File: src/hdl/frt_ram.sv
`timescale 1ns / 1ps
// ----------------------------------------------------------------------------
// frt_ram
// Generic single-write, single-read RAM with registered read data.
// ----------------------------------------------------------------------------
module frt_ram #(
	parameter int WIDTH = 8,
	parameter int DEPTH = 256
) (
	input  logic                     clk,
	input  logic                     we,
	input  logic [$clog2(DEPTH)-1:0] waddr,
	input  logic [WIDTH-1:0]         wdata,
	input  logic                     re,
	input  logic [$clog2(DEPTH)-1:0] raddr,
	output logic [WIDTH-1:0]         rdata
);
	logic [WIDTH-1:0] mem [DEPTH];

	always_ff @(posedge clk) begin
		if (we) begin
			mem[waddr] <= wdata;
		end
		if (re) begin
			rdata <= mem[raddr];
		end
	end
endmodule

File: config.mk
export PLATFORM = sky130hd
export DESIGN_NAME = frt_ram
export DESIGN_NICKNAME = d
export VERILOG_FILES = /design/src/hdl/frt_ram.sv
export SDC_FILE = /design/constraint.sdc
export NUM_CORES = 2
export LEC_CHECK = 0
export BUFFER_PORTS_ARGS = -buffer_cell sky130_fd_sc_hd__buf_2
export CAP_MARGIN = 10
export CORE_MARGIN = 2
export CORE_UTILIZATION = 30
export CTS_CLUSTER_DIAMETER = 100
export DETAILED_ROUTE_END_ITERATION = 7
export SETUP_SLACK_MARGIN = 0.05
export SYNTH_ARGS = -nofsm -noshare
export SYNTH_HDL_FRONTEND = slang
export SYNTH_SLANG_ARGS = --single-unit
export TNS_END_PERCENT = 30
File: constraint.sdc
create_clock -name clk -period 4.3 [get_ports clk]
set_input_delay 0.43 -clock clk [delete_from_list [all_inputs] [get_ports clk]]
set_output_delay 0.43 -clock clk [all_outputs]
set_load 0.005 [all_outputs]
==> metrics <==
synthesized area=about 0.08 sq mm; Worst-Margin Slew=roughly 1200 ps; Max Buffers Root-to-Sink=3; clock power share=41.5%; drt first pass iters=6; Primary FF master, synth=edfxtp_1; CP startpoint kind=input port; f_max=330.0 MHz; post-synth cell types=54; crit-path max cell delay=930 ps; combinational fraction of design power=~4.9%; post-route setup slack=around 1300 ps; Routed Antenna Nets=0; Final min period=3031 ps; Vias=between 30000 and 40000; MaxCap Viol Count=0; area leader, netlist=edfxtp_1; multi-input logic area=0.01650 sq mm; endpoints failing hold=0; clock sink count=about 2100; layout cells sized above 1=about a quarter; CTS tree=done; Hold WC Path Type=in -> reg; clock latency at the later pin of the worst-skew pair=just under 900 ps; Rows=189; crit path DAT=around 3700 ps; Die Width=a little over 500 microns; Sum Neg Setup Slack=0 ps; Final Max Tran Viols=0; global-route wire length before repair=between 200000 and 300000 microns; Starting DRT DRC Count=between 4000 and 5000; Crit Path Class=in -> reg; synth warn=0; Core Region=~0.26 sq mm; GP Congestion=0.8394; Worst Path Required=about 5000 ps; FFs w/ async S/R, synth=0%; die area=roughly 0.27 sq mm; Ports=35; Avg Cell Area, Syn=21.33 sq um; vias in the first global route=39570; internal cell power=around 33 mW; crit share post-route=70.48%; slew margin rel.=about a fifth; synth-to-layout area growth=14.99%; initial antenna violation count=16; CTS buffer count=197; Synth Net Count=3760; status=completed; worst-path cell chain=buf_4, clkinv_1, buf_12, mux4_2, nor2_1, a2111oi_0, nor3_1, nor4_2; initial core utilization=30.09%; total congestion overflow=0; RSZ-0062 raised after global routing=no; P per Cell Area=around 450 mW/mm^2; Pleak=27.98 nW; DRC=0; Global Route Usage Sum=14.88%; wire length per cell=roughly 27 microns; # fillers=approximately 24000; Sequential cell area=between 0.06 and 0.07 sq mm; Peak supply drop=~440 uV; # setup viols final=0; Critical Path Fanout Max=18; endpoint class of the critical path=flop; gate count of the mapped netlist=between 3000 and 4000; post-DP HPWL=between 100000 and 150000 microns; Sequential Power Share=between 50% and 60%; H-tree depth=4; Worst Clk Skew=a little under 60 ps; number of synthesized flops with an enable pin=approximately 2100; dpl ws=between 400 and 500 ps; CTS clk-pin slew, worst paths=about 60 ps; sequential fraction of the synthesis area=between 70% and 80%; root buf cell=clkbuf_16; Sw Share=21.40%; via/cell ratio=between 5 and 6; Yosys reg bits=2056; IO Port Bufs=34; fin nets=~4000; setup bufs post-CTS=0; Yosys top cell area share=around 78%; Worst path slowest cell=a2111oi_0; largest net degree at the start of global routing=around 130; Chip Height=519.2 microns; final wirelength=about 200000 microns; Sw Pwr=8.847 mW; largest cells by area after synthesis=edfxtp_1 78%, mux4_2 13%, mux2i_1 1.7%
==> critical path, delay by kind of cell <==
kind	cells	cell delay (ps)
mux	1	360
buf+inv	3	1270
simple gates	3	650
compound gates	1	930
==> layer usage <==
layer | global-route usage, % | share of wire [%]
met1 | 20.07 | 41
met2 | 24.00 | 48
met3 | 3.456 | 8.4
met4 | 4.228 | 3.0
met5 | 0 | 0.022
==> metrics by stage <==
step | util (%) | power (mW) | instances | hold WS (ps) | instance area [sq um]
after floorplan | - | 23.61 | 3733 | 528.9 | 79640
after global placement | 32.19 | 24.60 | 7324 | 919.5 | 85170
after detailed placement | 32.19 | 24.62 | 7325 | 922.8 | 85190
after CTS | 34.60 | 41.64 | 7688 | 64.04 | 91560
after global routing | 34.60 | 42.46 | 7689 | 74.80 | 91560
final | 34.61 | 41.35 | 7696 | 102.8 | 91580
==> cell type report <==
| cell class | instances | share of cell area, % |
|---|---|---|
| antenna | 8 | 0.02186 |
| clock buffer | 231 | 5.569 |
| clock inverter | 131 | 1.374 |
| inverter | 2 | 0.008198 |
| multi-input combinational | 1442 | 18.02 |
| sequential | 2056 | 67.42 |
| tap | 3533 | 4.827 |
| timing repair buffer | 293 | 2.764 |
==> sequential cells by signal, summed over array words and instances (netlist names) <==
signal / flops
mem: 2048
rdata: 8
==> power groups by stage <==
stage | logic, mW | registers, mW | clock network, mW
4_1_cts | 2.06 | 22.1 | 17.4
3_3_place_gp | 2.03 | 22.6 | 0
6_report | 2.05 | 22.1 | 17.2
2_1_floorplan | 1.07 | 22.5 | 0
3_5_place_dp | 2.05 | 22.6 | 0
5_1_grt | 2.15 | 22.1 | 18.2
==> cells in the final DEF (no fill, tap or decap), types with 7 or more instances in the layout <==
| master | synthesis | final |
|---|---|---|
| nand2b_1 | 8 | 8 |
| a211oi_1 | 16 | 16 |
| nand4_1 | 10 | 10 |
| clkinv_1 | 1 | 54 |
| nor4_1 | 24 | 22 |
| a221oi_1 | 13 | 13 |
| nor3_1 | 22 | 22 |
| mux2i_1 | 134 | 134 |
| a21oi_1 | 96 | 96 |
| buf_2 | 31 | 22 |
| o21ai_0 | 10 | 10 |
| buf_8 | 13 | 7 |
| a22oi_1 | 133 | 133 |
| o22ai_1 | 28 | 28 |
| o211ai_1 | 10 | 10 |
| nand3_1 | 34 | 34 |
| bufinv_16 | 0 | 20 |
| nand2_1 | 33 | 33 |
| o221ai_1 | 46 | 46 |
| nor2b_1 | 31 | 28 |
| diode_2 | 0 | 8 |
| edfxtp_1 | 2056 | 2056 |
| clkinv_2 | 0 | 37 |
| clkbuf_1 | 111 | 32 |
| mux4_2 | 454 | 454 |
| inv_6 | 0 | 7 |
| buf_12 | 8 | 25 |
| nor2_1 | 282 | 279 |
| buf_4 | 27 | 235 |
| a22o_1 | 8 | 8 |
| clkbuf_16 | 0 | 199 |
==> cells in the mapped netlist, types with 2 or more instances <==
| cell | count |
|---|---|
| a2111oi_0 | 2 |
| a2111oi_1 | 2 |
| a211oi_1 | 16 |
| a21oi_1 | 96 |
| a221oi_1 | 13 |
| a22o_1 | 8 |
| a22oi_1 | 133 |
| a311oi_1 | 2 |
| a31oi_1 | 2 |
| and2_1 | 6 |
| and3b_1 | 2 |
| buf_1 | 22 |
| buf_12 | 8 |
| buf_2 | 31 |
| buf_4 | 27 |
| buf_6 | 21 |
| buf_8 | 13 |
| clkbuf_1 | 111 |
| edfxtp_1 | 2056 |
| mux2i_1 | 134 |
| mux4_1 | 2 |
| mux4_2 | 454 |
| nand2_1 | 33 |
| nand2b_1 | 8 |
| nand3_1 | 34 |
| nand3b_1 | 2 |
| nand4_1 | 10 |
| nor2_1 | 282 |
| nor2b_1 | 31 |
| nor3_1 | 22 |
| nor4_1 | 24 |
| nor4_2 | 3 |
| o211ai_1 | 10 |
| o21ai_0 | 10 |
| o21ai_1 | 2 |
| o221ai_1 | 46 |
| o22a_1 | 5 |
| o22ai_1 | 28 |
| o32ai_1 | 4 |
| or2_2 | 4 |
==> cell families after synthesis <==
kind of cell | Yosys count | share of synthesized area, %
buf+inv | 235 | 1.829
mux | 591 | 14.60
compound gates | 385 | 3.416
simple gates | 466 | 2.625
flops | 2056 | 77.53
==> worst paths after layout <==
kind,cells past startpoint,slack [ps],end,from
max,8,1270,rdata[0],raddr[2]
min reg2reg,6,1090,rdata[6],mem[21][6]
min,1,100,mem[83][2],wdata[2]
max reg2reg,7,1600,rdata[3],mem[83][3]
==> repair_timing <==
| item | CTS | global route |
|---|---|---|
| gates resized for setup | 0 | 0 |
| hold buffers | 1 | 0 |
| hold endpoints to repair | 4 | 0 |
(Power assumes the default switching activity.)
