<file path="src/hdl/frt_pkg.sv">
`timescale 1ns / 1ps
// ----------------------------------------------------------------------------
// frt_pkg
// Shared item types, opcodes, status codes and a control struct for the
// fixed-height radix tree.
// ----------------------------------------------------------------------------
package frt_pkg;

	localparam int NODE_BITS_MAX = 12;

	localparam logic [1:0] OP_LOOKUP = 2'd0;
	localparam logic [1:0] OP_INSERT = 2'd1;
	localparam logic [1:0] OP_DELETE = 2'd2;

	localparam logic [1:0] ST_OK       = 2'd0;
	localparam logic [1:0] ST_EXISTS   = 2'd1;
	localparam logic [1:0] ST_NOT_FOUND = 2'd2;
	localparam logic [1:0] ST_NO_SPACE = 2'd3;

	typedef struct packed {
		logic [1:0]  opcode;
		logic [23:0] key;
		logic [31:0] value;
	} in_item_t;

	typedef struct packed {
		logic [1:0]  status;
		logic        found;
		logic [31:0] found_value;
	} out_item_t;

	// free list stack control
	typedef struct packed {
		logic                     rd;
		logic                     pop;
		logic                     push;
		logic [NODE_BITS_MAX-1:0] node;
	} fs_ctl_t;

endpackage

</file>
<file path="src/hdl/frt_ram.sv">
`timescale 1ns / 1ps
// ----------------------------------------------------------------------------
// frt_ram
// Generic single-write, single-read RAM with registered read data.
// ----------------------------------------------------------------------------
module frt_ram #(
	parameter int WIDTH = 8,
	parameter int DEPTH = 256
) (
	input  logic                     clk,
	input  logic                     we,
	input  logic [$clog2(DEPTH)-1:0] waddr,
	input  logic [WIDTH-1:0]         wdata,
	input  logic                     re,
	input  logic [$clog2(DEPTH)-1:0] raddr,
	output logic [WIDTH-1:0]         rdata
);
	logic [WIDTH-1:0] mem [DEPTH];

	always_ff @(posedge clk) begin
		if (we) begin
			mem[waddr] <= wdata;
		end
		if (re) begin
			rdata <= mem[raddr];
		end
	end
endmodule

</file>
<file path="src/hdl/frt_free_stack.sv">
`timescale 1ns / 1ps
// ----------------------------------------------------------------------------
// frt_free_stack
// Stack of free node numbers with a count; an entry never pushed reads as
// its own index, so reset lists every node in order.
// ----------------------------------------------------------------------------
module frt_free_stack #(
	parameter int NODE_POOL = 256
) (
	input  logic                               clk,
	input  logic                               arst_n,
	input  frt_pkg::fs_ctl_t                   ctl,
	output logic [$clog2(NODE_POOL)-1:0]       top,
	output logic [$clog2(NODE_POOL+1)-1:0]     count
);
	import frt_pkg::*;

	localparam int NW = $clog2(NODE_POOL);
	localparam int CW = $clog2(NODE_POOL+1);

	logic [CW-1:0]        count_q;
	logic [NODE_POOL-1:0] vld_q;
	logic                 vld_rd_q;
	logic [NW-1:0]        addr_rd_q;
	logic [NW-1:0]        raddr;
	logic [NW-1:0]        waddr;
	logic [NW-1:0]        rdata;

	assign raddr = NW'(count_q - CW'(1));
	assign waddr = NW'(count_q);

	frt_ram #(.WIDTH(NW), .DEPTH(NODE_POOL)) u_ram (
		.clk   (clk),
		.we    (ctl.push),
		.waddr (waddr),
		.wdata (NW'(ctl.node)),
		.re    (ctl.rd),
		.raddr (raddr),
		.rdata (rdata)
	);

	always_ff @(posedge clk or negedge arst_n) begin
		if (!arst_n) begin
			count_q <= CW'(NODE_POOL);
			vld_q   <= '0;
		end else begin
			if (ctl.push) begin
				count_q      <= count_q + CW'(1);
				vld_q[waddr] <= 1'b1;
			end else if (ctl.pop) begin
				count_q <= count_q - CW'(1);
			end
		end
	end

	always_ff @(posedge clk) begin
		if (ctl.rd) begin
			vld_rd_q  <= vld_q[raddr];
			addr_rd_q <= raddr;
		end
	end

	assign top   = vld_rd_q ? rdata : addr_rd_q;
	assign count = count_q;
endmodule

</file>
<file path="config.mk">
export PLATFORM = sky130hd
export DESIGN_NAME = frt_free_stack
export DESIGN_NICKNAME = d
export VERILOG_FILES = /design/src/hdl/frt_pkg.sv /design/src/hdl/frt_ram.sv /design/src/hdl/frt_free_stack.sv
export SDC_FILE = /design/constraint.sdc
export NUM_CORES = 2
export LEC_CHECK = 0
export BUFFER_PORTS_ARGS = -buffer_cell sky130_fd_sc_hd__buf_2
export CORE_MARGIN = 1
export CORE_UTILIZATION = 25
export DETAILED_ROUTE_END_ITERATION = 6
export PLACE_DENSITY_LB_ADDON = 0.12
export SYNTH_ARGS = -nofsm -noshare
export SYNTH_HDL_FRONTEND = slang
export SYNTH_SLANG_ARGS = --single-unit
</file>
<file path="constraint.sdc">
create_clock -name clk -period 5.2 [get_ports clk]
set_clock_uncertainty 0.2 [all_clocks]
set_input_delay 1.04 -clock clk [delete_from_list [all_inputs] [get_ports clk]]
set_output_delay 1.04 -clock clk [all_outputs]
set_load 0.02 [all_outputs]
</file>
==> results.md <==
* Static Leakage at 37.3 nW
* Grt ovf at 0
* RSZ-0062 raised after global routing: no
* Synth area leaders: edfxtp_1 68%, dfrtp_1 7.2%, mux4_2 6.8%
* Dpl hpwl at 189000 um
* Largest net degree at the start of global routing at 161
* Number of enable flip-flop cells after synthesis at 2065
* Final setup vio count at 0
* Critical path type: flop to flop
* Tightest Hold Check Type: input port to flop
* Routed wire length at 314000 um
* Status: finished, final reports clean
* Vias in the first global route at about 53000
* Die height at 607 um
* Synthesis Warnings at 0
* Largest family of logic cells by synthesized area: simple AND/OR/NAND/NOR gates
* WP data arrival at between 5000 and 6000 ps
* Mean Syn Cell Area at 15.9 sq um
* Reg2Reg Setup Slack at 300 ps
* Worst endpoint required time at approximately 5800 ps
* Tmin final at roughly 4900 ps
* Max_cap viols at 0
* Origin of the worst setup path: count[1]$_DFFE_PN0P_
* DRC at 0
* Post-synthesis mux area share at 9.13%
* Clk root buf: clkbuf_16
* Routability cong. at 0.769
* Post-Synth Simple-Gate Area at roughly 10%
* Post-Synth XOR/XNOR Area at less than 1%
* Register area share after synthesis at 75.1%
* CTS buffer count at 281
* CTS tree: yes
* Synth Area in Compound Gates at 3.42%
* Sink Count at 2330
* Reg2reg start: count[1]$_DFFE_PN0P_
* Area Growth Syn to Fin at 19.3%
* First-pass GRT wire length at 437000 um
* Critical path fanouts, max at 50
* Nets@finish at slightly above 6000
* # Post-CTS Setup Buffers at 0
* Core area at between 300000 and 400000 sq um
* Cell taking the most area after synthesis: edfxtp_1
* Post-Syn Nets at 5759
* Initial antenna violation count at 24
* Initial core utilization at 25.2%
* First drt pass iteration count at 7
* # fillers at 36019
* Vias at 52303
* Buffers added on ports at 29
* Worst-skew pair later-pin latency at 910 ps
* Final Max Tran Viols at 0
* GRT Total Usage at 16.8%
* Clk slew on worst S/H paths at 60 ps
* Post-route ant nets at 0
* Worst Reg-to-Reg Cells at 13
* Power per standard cell area at 665 nW/um^2
* Final hold vios at 0
* Worst setup EP type: flop
* Max transition margin at 16.0%
* Post-synthesis adder-cell area fraction at 0.0548%
* FF+latch count, synth at 2330
* Cell variety after synth at 69
* Post-synthesis instance area at approximately 91000 sq um
* Clock Tree Buf Depth at 4
* Die outline area at 368000 sq um
* Share of cells above drive strength 1 at 22.3%
* Worst-Margin Slew at 1250 ps
* Fin crit share at 94.3%
* DR iter-0 viols at 4473
* Vias per cell at between 4 and 5
* Async S/R FF share, synth at 11.4%
* Die W at slightly above 600 um
* Post-synthesis cell count at 5738
* Wirelength per Cell at between 20 and 30 um
* Main flop type after synthesis: edfxtp_1
* Setup crit end: u_ram.rdata[0]$_DFFE_PP_
* Site Rows at roughly 220
* RR Endpoint: u_ram.rdata[0]$_DFFE_PP_
* Final TNS setup at 0 ps
* Max Clk Rate at 0.204 GHz
* CTS H-tree depth at 5
* # IOs at 34
* Max IR drop VDD at approximately 600 uV
* Worst Setup Start Kind: flop
* Layout Utilization at 30.0%
* Top cell type's share of synthesized area at 67.8%
## sequential cells by signal, indices dropped and copies added, names as in the netlist
register     count
u_ram.rdata      8
addr_rd_q        8
u_ram.mem     2048
vld_q          256
vld_rd_q         1
count            9
## Yosys cell counts, types with 11 or more instances
cell and count:
and3_1 23, dfrtp_1 264, a32oi_1 135, a21oi_1 29
mux4_2 276, buf_2 160, o21ai_0 50, mux2i_1 204
a32o_1 16, buf_1 44, or2_2 257, nor2_1 270
nand4_1 51, buf_4 23, nor3_1 12, nand2_1 1078
a221oi_1 15, clkbuf_1 122, nand3_1 404, a31oi_1 102
edfxtp_1 2065, nor4_1 11
## report_power, final
group / leakage, nW / switching, W / internal, W
logic: 10.8 / 0.0210 / 0.0105
registers: 22.2 / 0.000451 / 0.0213
clock network: 4.40 / 0.00796 / 0.0113
## per-stage QoR
step / instance area, sq um / setup slack (ps) / cells / hold slack, ps / power [W]
floorplan: 91400 / 491 / 5738 / 234 / 0.0394
global placement: 100000 / 230 / 10618 / 246 / 0.0543
detailed placement: 100000 / 195 / 10618 / 247 / 0.0542
CTS: 109000 / 197 / 11135 / 136 / 0.0738
global route: 109000 / 9.25 / 11136 / 176 / 0.0758
finish: 109000 / 295 / 11144 / 230 / 0.0725
## cell type report
cell class	instances	area [sq um]	area share, %
clock buffer	387	7820	7.17
inverter	11	61.3	0.0562
timing repair buffer	438	4060	3.72
clock inverter	129	1140	1.05
antenna	9	22.5	0.0207
tap	4794	6000	5.50
sequential	2330	68600	63.0
multi-input combinational	3046	21300	19.5
## worst min-delay path by stage
stage	from	endpoint	slack (ps)	cells past startpoint
final	ctl[13]	count[5]$_DFFE_PN0P_	230	2
after global routing	ctl[13]	count[5]$_DFFE_PN0P_	180	2
after CTS	ctl[13]	count[5]$_DFFE_PN0P_	140	2
after detailed placement	vld_q[92]$_DFFE_PN0P_	vld_q[92]$_DFFE_PN0P_	250	1
after global placement	vld_q[42]$_DFFE_PN0P_	vld_q[42]$_DFFE_PN0P_	250	1
after floorplan	vld_q[13]$_DFFE_PN0P_	vld_q[13]$_DFFE_PN0P_	230	1
## worst max-delay path, cell delays in order (launching register included)
cell and delay (ps):
dfrtp_1 560, inv_1 150, ha_4 210, xnor2_4 210, inv_8 540, buf_12 300, buf_4 220, mux4_2 210
mux2i_1 80, a222oi_1 950, o21ai_0 240, o41ai_1 510, buf_4 210, and3_1 140
## layer usage
| layer | up-vias | part of all wire [%] | track usage [%] |
|---|---|---|---|
| met5 | - | 0 | 0 |
| met4 | 0 | 2.5 | 4.11 |
| met3 | 358 | 5.2 | 2.69 |
| met2 | 1300 | 47 | 27.0 |
| met1 | 27923 | 46 | 23.7 |
| li1 | 22722 | - | - |
## cells by family after synthesis
kind of cell,after synthesis
compound gates,419
fa+ha+maj,4
buf+inv,362
mux,488
xor+xnor,13
flops,2330
simple gates,2122
## placed cells by master, fill, tap and decap left out, types with 8 or more instances in the layout
cell / instances
nand4_1: 51
clkinv_2: 44
a31oi_1: 102
nand3_1: 389
edfxtp_1: 2065
and3_1: 23
buf_12: 60
nand2_1: 1076
clkbuf_8: 24
inv_6: 9
a32oi_1: 135
buf_2: 20
clkbuf_16: 288
dfrtp_1: 262
mux4_2: 276
a21oi_1: 29
nand3_2: 15
a32o_1: 16
buf_8: 9
nor2_1: 264
diode_2: 9
o21ai_0: 49
bufinv_16: 15
clkbuf_1: 75
or2_2: 257
nor3_1: 12
clkinv_1: 48
mux2i_1: 204
buf_4: 348
a221oi_1: 15
nor4_1: 11
a22oi_1: 10
mux2_2: 8
clkinv_8: 9
## timing repair
action                                  CTS  global route
endpoints found under the setup margin    0             1
hold buffers                              1             0
hold endpoints to repair                 67             0
gates resized for setup                   0             1
Note: power is estimated with default switching activity, not from simulation.
